**src/design/exti_pkg.sv**
```systemverilog
// Shared types and constants for the external interrupt line controller.
`timescale 1ns / 1ps
`default_nettype none

package exti_pkg;

  localparam int unsigned LINE_W    = 16;
  localparam int unsigned NUM_PORTS = 5;
  localparam int unsigned PSEL_W    = 4;
  localparam int unsigned IRQ_W     = 7;
  localparam int unsigned CFG_IDX_W = 3;
  localparam int unsigned CFG_DAT_W = 64;

  typedef enum logic [1:0] {
    CMD_SAMPLE = 2'd0,
    CMD_READ   = 2'd1,
    CMD_CLEAR  = 2'd2
  } cmd_e;

  localparam logic [CFG_IDX_W-1:0] REG_LINE_MASK   = 3'd0;
  localparam logic [CFG_IDX_W-1:0] REG_RISING_EN   = 3'd1;
  localparam logic [CFG_IDX_W-1:0] REG_FALLING_EN  = 3'd2;
  localparam logic [CFG_IDX_W-1:0] REG_PORT_SELECT = 3'd3;

  localparam logic [PSEL_W-1:0] PORT_A = 4'd0;
  localparam logic [PSEL_W-1:0] PORT_B = 4'd1;
  localparam logic [PSEL_W-1:0] PORT_C = 4'd2;
  localparam logic [PSEL_W-1:0] PORT_D = 4'd3;
  localparam logic [PSEL_W-1:0] PORT_E = 4'd4;

  typedef struct packed {
    logic sample;
    logic clear;
  } lane_ctrl_t;

endpackage

`default_nettype wire

```
**src/design/exti_lane.sv**
```systemverilog
// One interrupt line: pin select, edge detect and pending bit.
`timescale 1ns / 1ps
`default_nettype none

module exti_lane (
  input  logic                                clk_i,
  input  logic                                rst_ni,
  input  exti_pkg::lane_ctrl_t                ctrl_i,
  input  logic [exti_pkg::NUM_PORTS-1:0]      pins_i,
  input  logic [exti_pkg::PSEL_W-1:0]         code_i,
  input  logic                                rise_en_i,
  input  logic                                fall_en_i,
  input  logic                                clear_bit_i,
  output logic                                pending_o
);
  import exti_pkg::*;

  logic level;
  logic prev_q, prev_d;
  logic pend_q, pend_d;

  always_comb begin
    case (code_i)
      PORT_A:  level = pins_i[0];
      PORT_B:  level = pins_i[1];
      PORT_C:  level = pins_i[2];
      PORT_D:  level = pins_i[3];
      PORT_E:  level = pins_i[4];
      default: level = 1'b0;
    endcase
  end

  always_comb begin
    prev_d = prev_q;
    pend_d = pend_q;
    if (ctrl_i.sample) begin
      pend_d = pend_q | (level & ~prev_q & rise_en_i) | (~level & prev_q & fall_en_i);
      prev_d = level;
    end
    if (ctrl_i.clear) begin
      pend_d = pend_q & ~clear_bit_i;
    end
  end

  always_ff @(posedge clk_i or negedge rst_ni) begin
    if (!rst_ni) begin
      prev_q <= 1'b0;
      pend_q <= 1'b0;
    end else begin
      prev_q <= prev_d;
      pend_q <= pend_d;
    end
  end

  assign pending_o = pend_d;

endmodule

`default_nettype wire

```
**src/design/exti_merge.sv**
```systemverilog
// Request grouping and output register for the line results.
`timescale 1ns / 1ps
`default_nettype none

module exti_merge (
  input  logic                         clk_i,
  input  logic                         rst_ni,
  input  logic                         load_i,
  input  logic [exti_pkg::LINE_W-1:0]  pending_i,
  input  logic [exti_pkg::LINE_W-1:0]  line_mask_i,
  input  logic                         out_ready_i,
  output logic                         ready_o,
  output logic                         out_valid_o,
  output logic [exti_pkg::LINE_W-1:0]  pending_bits_o,
  output logic [exti_pkg::IRQ_W-1:0]   irq_requests_o
);
  import exti_pkg::*;

  logic [LINE_W-1:0] req;
  logic [IRQ_W-1:0]  irq_d;
  logic              valid_q;
  logic [LINE_W-1:0] pend_q;
  logic [IRQ_W-1:0]  irq_q;

  always_comb begin
    req   = pending_i & line_mask_i;
    irq_d = {|req[15:10], |req[9:5], req[4:0]};
  end

  assign ready_o = !valid_q || out_ready_i;

  always_ff @(posedge clk_i or negedge rst_ni) begin
    if (!rst_ni) begin
      valid_q <= 1'b0;
    end else if (ready_o) begin
      valid_q <= load_i;
    end
  end

  always_ff @(posedge clk_i) begin
    if (load_i && ready_o) begin
      pend_q <= pending_i;
      irq_q  <= irq_d;
    end
  end

  assign out_valid_o    = valid_q;
  assign pending_bits_o = pend_q;
  assign irq_requests_o = irq_q;

endmodule

`default_nettype wire

```
**src/design/external_interrupt_line_controller.sv**
```systemverilog
// Top level of the external interrupt line controller.
// The result is valid in the cycle after an input item is accepted.
// Throughput: one item per cycle; each line lane updates in the accept cycle.
// The single output register stalls input only while its result is not taken.
// Reset clears configuration, previous levels, pending bits and output valid.
`timescale 1ns / 1ps
`default_nettype none

module external_interrupt_line_controller #(
  parameter int unsigned NUM_LINES = 16
) (
  input  logic                            clk_i,
  input  logic                            rst_ni,
  input  logic                            cfg_valid_i,
  output logic                            cfg_ready_o,
  input  logic [exti_pkg::CFG_IDX_W-1:0]  cfg_index_i,
  input  logic [exti_pkg::CFG_DAT_W-1:0]  cfg_data_i,
  input  logic                            in_valid_i,
  output logic                            in_ready_o,
  input  logic [1:0]                      cmd_i,
  input  logic [exti_pkg::LINE_W-1:0]     pins_a_i,
  input  logic [exti_pkg::LINE_W-1:0]     pins_b_i,
  input  logic [exti_pkg::LINE_W-1:0]     pins_c_i,
  input  logic [exti_pkg::LINE_W-1:0]     pins_d_i,
  input  logic [exti_pkg::LINE_W-1:0]     pins_e_i,
  input  logic [exti_pkg::LINE_W-1:0]     clear_mask_i,
  output logic                            out_valid_o,
  input  logic                            out_ready_i,
  output logic [exti_pkg::LINE_W-1:0]     pending_bits_o,
  output logic [exti_pkg::IRQ_W-1:0]      irq_requests_o
);
  import exti_pkg::*;

  logic [LINE_W-1:0]           line_mask_q;
  logic [LINE_W-1:0]           rise_en_q;
  logic [LINE_W-1:0]           fall_en_q;
  logic [LINE_W*PSEL_W-1:0]    port_sel_q;
  logic                        accept;
  lane_ctrl_t                  ctrl;
  logic [LINE_W-1:0]           pending_all;

  assign cfg_ready_o = 1'b1;

  always_ff @(posedge clk_i or negedge rst_ni) begin
    if (!rst_ni) begin
      line_mask_q <= '0;
      rise_en_q   <= '0;
      fall_en_q   <= '0;
      port_sel_q  <= '0;
    end else if (cfg_valid_i) begin
      case (cfg_index_i)
        REG_LINE_MASK:   line_mask_q <= cfg_data_i[LINE_W-1:0];
        REG_RISING_EN:   rise_en_q   <= cfg_data_i[LINE_W-1:0];
        REG_FALLING_EN:  fall_en_q   <= cfg_data_i[LINE_W-1:0];
        REG_PORT_SELECT: port_sel_q  <= cfg_data_i[LINE_W*PSEL_W-1:0];
        default: ;
      endcase
    end
  end

  assign accept = in_valid_i && in_ready_o;

  always_comb begin
    ctrl.sample = accept && (cmd_i == CMD_SAMPLE);
    ctrl.clear  = accept && (cmd_i == CMD_CLEAR);
  end

  for (genvar i = 0; i < LINE_W; i++) begin : g_line
    if (i < NUM_LINES) begin : g_lane
      exti_lane u_lane (
        .clk_i       (clk_i),
        .rst_ni      (rst_ni),
        .ctrl_i      (ctrl),
        .pins_i      ({pins_e_i[i], pins_d_i[i], pins_c_i[i], pins_b_i[i], pins_a_i[i]}),
        .code_i      (port_sel_q[i*PSEL_W +: PSEL_W]),
        .rise_en_i   (rise_en_q[i]),
        .fall_en_i   (fall_en_q[i]),
        .clear_bit_i (clear_mask_i[i]),
        .pending_o   (pending_all[i])
      );
    end else begin : g_absent
      assign pending_all[i] = 1'b0;
    end
  end

  exti_merge u_merge (
    .clk_i          (clk_i),
    .rst_ni         (rst_ni),
    .load_i         (in_valid_i),
    .pending_i      (pending_all),
    .line_mask_i    (line_mask_q),
    .out_ready_i    (out_ready_i),
    .ready_o        (in_ready_o),
    .out_valid_o    (out_valid_o),
    .pending_bits_o (pending_bits_o),
    .irq_requests_o (irq_requests_o)
  );

`ifndef ASSERT_OFF
  a_accept_gives_result: assert property (@(posedge clk_i) disable iff (!rst_ni)
    accept |=> out_valid_o)
    else $error("accepted item produced no result");

  a_clear_drops_bits: assert property (@(posedge clk_i) disable iff (!rst_ni)
    ctrl.clear |=> ((pending_bits_o & $past(clear_mask_i)) == '0))
    else $error("cleared pending bits still set");

  a_direct_irq_pending: assert property (@(posedge clk_i) disable iff (!rst_ni)
    out_valid_o |-> ((irq_requests_o[4:0] & ~pending_bits_o[4:0]) == 5'd0))
    else $error("request without pending bit");

  a_group_irq_pending: assert property (@(posedge clk_i) disable iff (!rst_ni)
    (out_valid_o && (irq_requests_o[5] || irq_requests_o[6])) |->
      ((!irq_requests_o[5] || (pending_bits_o[9:5] != 5'd0)) &&
       (!irq_requests_o[6] || (pending_bits_o[15:10] != 6'd0))))
    else $error("group request without pending line");

  a_absent_lines_zero: assert property (@(posedge clk_i) disable iff (!rst_ni)
    out_valid_o |-> ((pending_bits_o >> NUM_LINES) == '0))
    else $error("pending bit set on absent line");
`endif

endmodule

`default_nettype wire

```
**config.mk**
```make
export PLATFORM = sky130hd
export DESIGN_NAME = external_interrupt_line_controller
export DESIGN_NICKNAME = d
export VERILOG_FILES = /design/src/design/exti_pkg.sv /design/src/design/exti_lane.sv /design/src/design/exti_merge.sv /design/src/design/external_interrupt_line_controller.sv
export SDC_FILE = /design/constraint.sdc
export NUM_CORES = 1
export LEC_CHECK = 0
export BUFFER_PORTS_ARGS = -buffer_cell sky130_fd_sc_hd__buf_2
export CAP_MARGIN = 30
export CELL_PAD_IN_SITES_DETAIL_PLACEMENT = 1
export CELL_PAD_IN_SITES_GLOBAL_PLACEMENT = 2
export CORE_MARGIN = 2
export CORE_UTILIZATION = 35
export DETAILED_ROUTE_END_ITERATION = 8
export PLACE_DENSITY_LB_ADDON = 0.15
export SKIP_LAST_GASP = 1
export SYNTH_ARGS = -nofsm -noshare
export SYNTH_HDL_FRONTEND = slang
export SYNTH_SLANG_ARGS = --single-unit
```
**constraint.sdc**
```tcl
create_clock -name clk_i -period 2.38 [get_ports clk_i]
set_clock_uncertainty 0.05 [all_clocks]
set_input_delay 0.357 -clock clk_i [delete_from_list [all_inputs] [get_ports clk_i]]
set_output_delay 0.357 -clock clk_i [all_outputs]
set_load 0.02 [all_outputs]
```
==> flow_metrics.py <==
metrics = {
    "run_status": {
        "status": "completed",
    },
    "synthesis": {
        "syn_avg_cell_area_sq_um": 12.9,
        "synth_top_family_by_area": "multiplexers",
        "postSynthRegisterBits": 168,
        "postSynthCellCount": 577,
        "synthesis.nets": 747,
        "ys_top_cells_by_area": "dfrtp_1 49%, mux2_2 17%, edfxtp_1 9.3%",
        "synth_enable_flop_cells": 23,
        "syn-cell-area_sq_um": 7420,
        "yosysUniqueCellTypes": 49,
        "synth_fa_ha_area_share_pct": 0,
        "synth-main-ff-cell": "dfrtp_1",
        "post_synth_xor_area_fraction_pct": 0,
        "netlist.area_leader.share_pct": 48.9,
        "synthDominantAreaCellType": "dfrtp_1",
        "synth.mux.area_fraction_pct": 22.0,
        "synth_area_in_compound_gates_pct": 6.88,
        "synth.yosys.seq_area_share_pct": 58.2,
        "synth-simple-area-share_pct": 11.1,
        "yosys_warnings": 0,
        "async_flop_share_pct": 86.3,
    },
    "drt": {
        "routed_wire_length_per_instance_microns": 17.7,
        "drcViolationCount": 0,
        "route.final.wire_length_mm": 19.0,
        "number_of_drc_violations_after_detailed_routing_iteration_0": 178,
        "vias_per_cell": 4.98,
        "total_number_of_vias": 5340,
        "drt-pass1-iter-count": 4,
        "drt.antenna.violating_nets": 0,
    },
    "die": {
        "initial_core_util_pct": 35.5,
        "horiz_die_dim_microns": 150,
        "core_region_area_sq_um": 20900,
        "placementRows": 53,
        "boundaryPins": 196,
        "die_height_microns": 150,
        "fp.dieArea_sq_um": 22400,
    },
    "cts": {
        "cts_inserted_buffers": 17,
        "clock_tree.root_cell": "clkbuf_16",
        "clk_pin_slew_worst_paths_ns": 0.07,
        "cts_sinks": 168,
        "cts_hold_repair.buffers": 1,
        "cts.repair.resized": 0,
        "clockBufferDepth": 2,
        "htreeDepth": 4,
        "clk-insertion-delay-late_ns": 0.43,
        "clock_tree_from_tritoncts": "yes",
        "post_cts.repair.setup_buffers": 0,
    },
    "setup_path": {
        "crit_arrival_ns": 2.19,
        "worst-r2r-cell-count": 6,
        "nature_of_the_critical_path_endpoint": "flip-flop",
        "timing.setup.critical_path_class": "flip-flop to flip-flop",
        "critPathRequiredTime_ns": 2.48,
        "worstPathMaxFanout": 6,
        "worst_setup_path_start_kind": "flip-flop",
    },
    "global_route": {
        "remaining_global_route_overflow": 0,
        "grt_start_max_net_pins": 56,
        "grt_pass1_wl_mm": 30.1,
        "number_of_global_route_vias_before_repair": 5775,
        "grt.total_usage_pct": 17.7,
        "antenna_found_initial": 0,
    },
    "timing": {
        "finalCritPeriodShare_pct": 87.5,
        "timing.final.setup_violations": 0,
        "min_period_ns": 2.08,
        "slew_headroom_pct": 64.2,
        "final.setup.tns_ns": 0,
        "rsz_0062_raised_after_global_routing": "false",
        "slew_viols_final": 0,
        "final_hold_viol_count": 0,
        "fmaxAchievable_mhz": 480,
        "tightestPinTransition_ns": 0.536,
    },
    "pwr": {
        "combPwrFrac_pct": 19.2,
        "share_clk_of_total_power_pct": 34.6,
        "p_sw_share_pct": 26.4,
        "power.sequential.fraction_pct": 46.3,
        "fin_total_pwr_mw": 8.92,
        "leakagePower_nw": 4.32,
        "vdd_ir_drop_max_uv": 479,
        "p_int_mw": 6.57,
        "power-per-cell-area_nw_per_um2": 943,
        "p_switching_mw": 2.35,
    },
    "hold_path": {
        "hp-class": "primary input to flip-flop",
        "hold_depth": 2,
    },
    "place": {
        "gp_congestion": 0.760,
        "post-dp-hpwl_mm": 13.5,
        "numPortBuffers": 194,
    },
    "cells_and_area": {
        "insertedDiodeCount": 0,
        "drive_above_1_share_pct": 45.3,
        "most_frequent_standard_cell_in_the_layout_excluding_fill_and_tap_cells": "buf_2",
        "final_net_count": 954,
        "areaGrowthSynthToFinish_pct": 27.6,
        "nFillCells": 2280,
        "mostFrequentLayoutCells": "193 x buf_2, 145 x dfrtp_1, 113 x mux2_2",
    },
    "flow_run": {
        "max-cap-violations": 0,
    },
}
## cells by family (layout without fill, tap and decap cells)
group / Yosys count / after routing
flip-flops: 168 / 168
AND/OR/NAND/NOR: 158 / 158
multiplexers: 143 / 143
AO/OA/AOI/OAI: 81 / 81
buffers and inverters: 26 / 246
other: 1 / 1
## worst max-delay path: stages (launching register included)
cell and delay (ns):
dfrtp_1 0.38, nor2b_4 0.16, or3_4 0.42, o21ai_2 0.14
o211ai_2 0.10, a222oi_1 0.42, nand4_1 0.15
## flip-flops by register name, indices dropped and copies added, names as in the netlist
register,flops
port_sel_q,64
line_mask_q,16
g_line.g_lane.u_lane.prev_q,16
rise_en_q,16
u_merge.out_valid_o,1
g_line.g_lane.u_lane.pend_q,16
fall_en_q,16
u_merge.pending_bits_o,16
u_merge.irq_requests_o,7
## power by group through the flow
stage                     Combinational (mW)  Sequential, mW  Clock, mW
after floorplan                         1.09            4.15          0
after global placement                  1.66            4.14          0
after detailed placement                1.74            4.18          0
after CTS                               1.75            4.14       3.15
after global routing                    1.91            4.23       3.29
final                                   1.71            4.13       3.08
## routing by layer
metal  track usage [%]  routed length (microns)  part of all wire [%]
met5                 0                        0                     0
met4              4.90                      225                   1.2
met1              22.8                     8290                    44
met3              4.48                      999                   5.3
met2              29.5                     9470                    50
## final timing paths
kind | start | to | slack [ns]
min | cfg_data_i[58] | port_sel_q[58] | 0.10
max | u_merge.out_valid_o | u_merge.irq_requests_o[5] | 0.30
max in group asynchronous | rst_ni | g_line[14].g_lane.u_lane.prev_q | 1.19
min reg2reg | g_line[2].g_lane.u_lane.prev_q | g_line[2].g_lane.u_lane.prev_q | 0.45
min in group asynchronous | rst_ni | port_sel_q[24] | 0.40
max reg2reg | u_merge.out_valid_o | u_merge.irq_requests_o[5] | 0.30
## layout make-up
cell class | instances | area, sq um | area share (%)
Tap cell | 275 | 344 | 3.64
Clock buffer | 22 | 454 | 4.80
Sequential cell | 168 | 4320 | 45.6
Clock inverter | 10 | 200 | 2.12
Multi-Input combinational cell | 383 | 3010 | 31.8
Inverter | 8 | 30.0 | 0.317
Timing Repair Buffer | 206 | 1110 | 11.7
## stage by stage
step	instance area, sq um	worst slack, ns	utilization, %	hold slack, ns	cells
final	9460	0.298	45.3	0.104	1072
after global routing	9460	0.155	45.3	0.0885	1072
after CTS	9460	0.264	45.3	0.0876	1072
after detailed placement	8800	0.203	42.1	0.287	1039
after global placement	8800	0.324	42.1	0.281	1039
after floorplan	7420	0.448	-	0.0114	577
## cells in the mapped netlist, types with 4 or more instances
library cell	count
o31ai_1	4
and2_1	7
buf_2	12
inv_1	8
dfrtp_1	145
nand2_1	51
o211ai_1	6
mux4_2	5
a21boi_0	4
edfxtp_1	23
nand2b_1	17
o21ai_0	8
nor2_1	26
mux2i_1	25
nand3b_1	5
a21o_1	4
a31oi_1	6
nand4b_1	6
o21ai_1	12
mux2_2	113
nand3_1	19
a21oi_1	25
No activity file was read; power rests on OpenSTA's default activity.
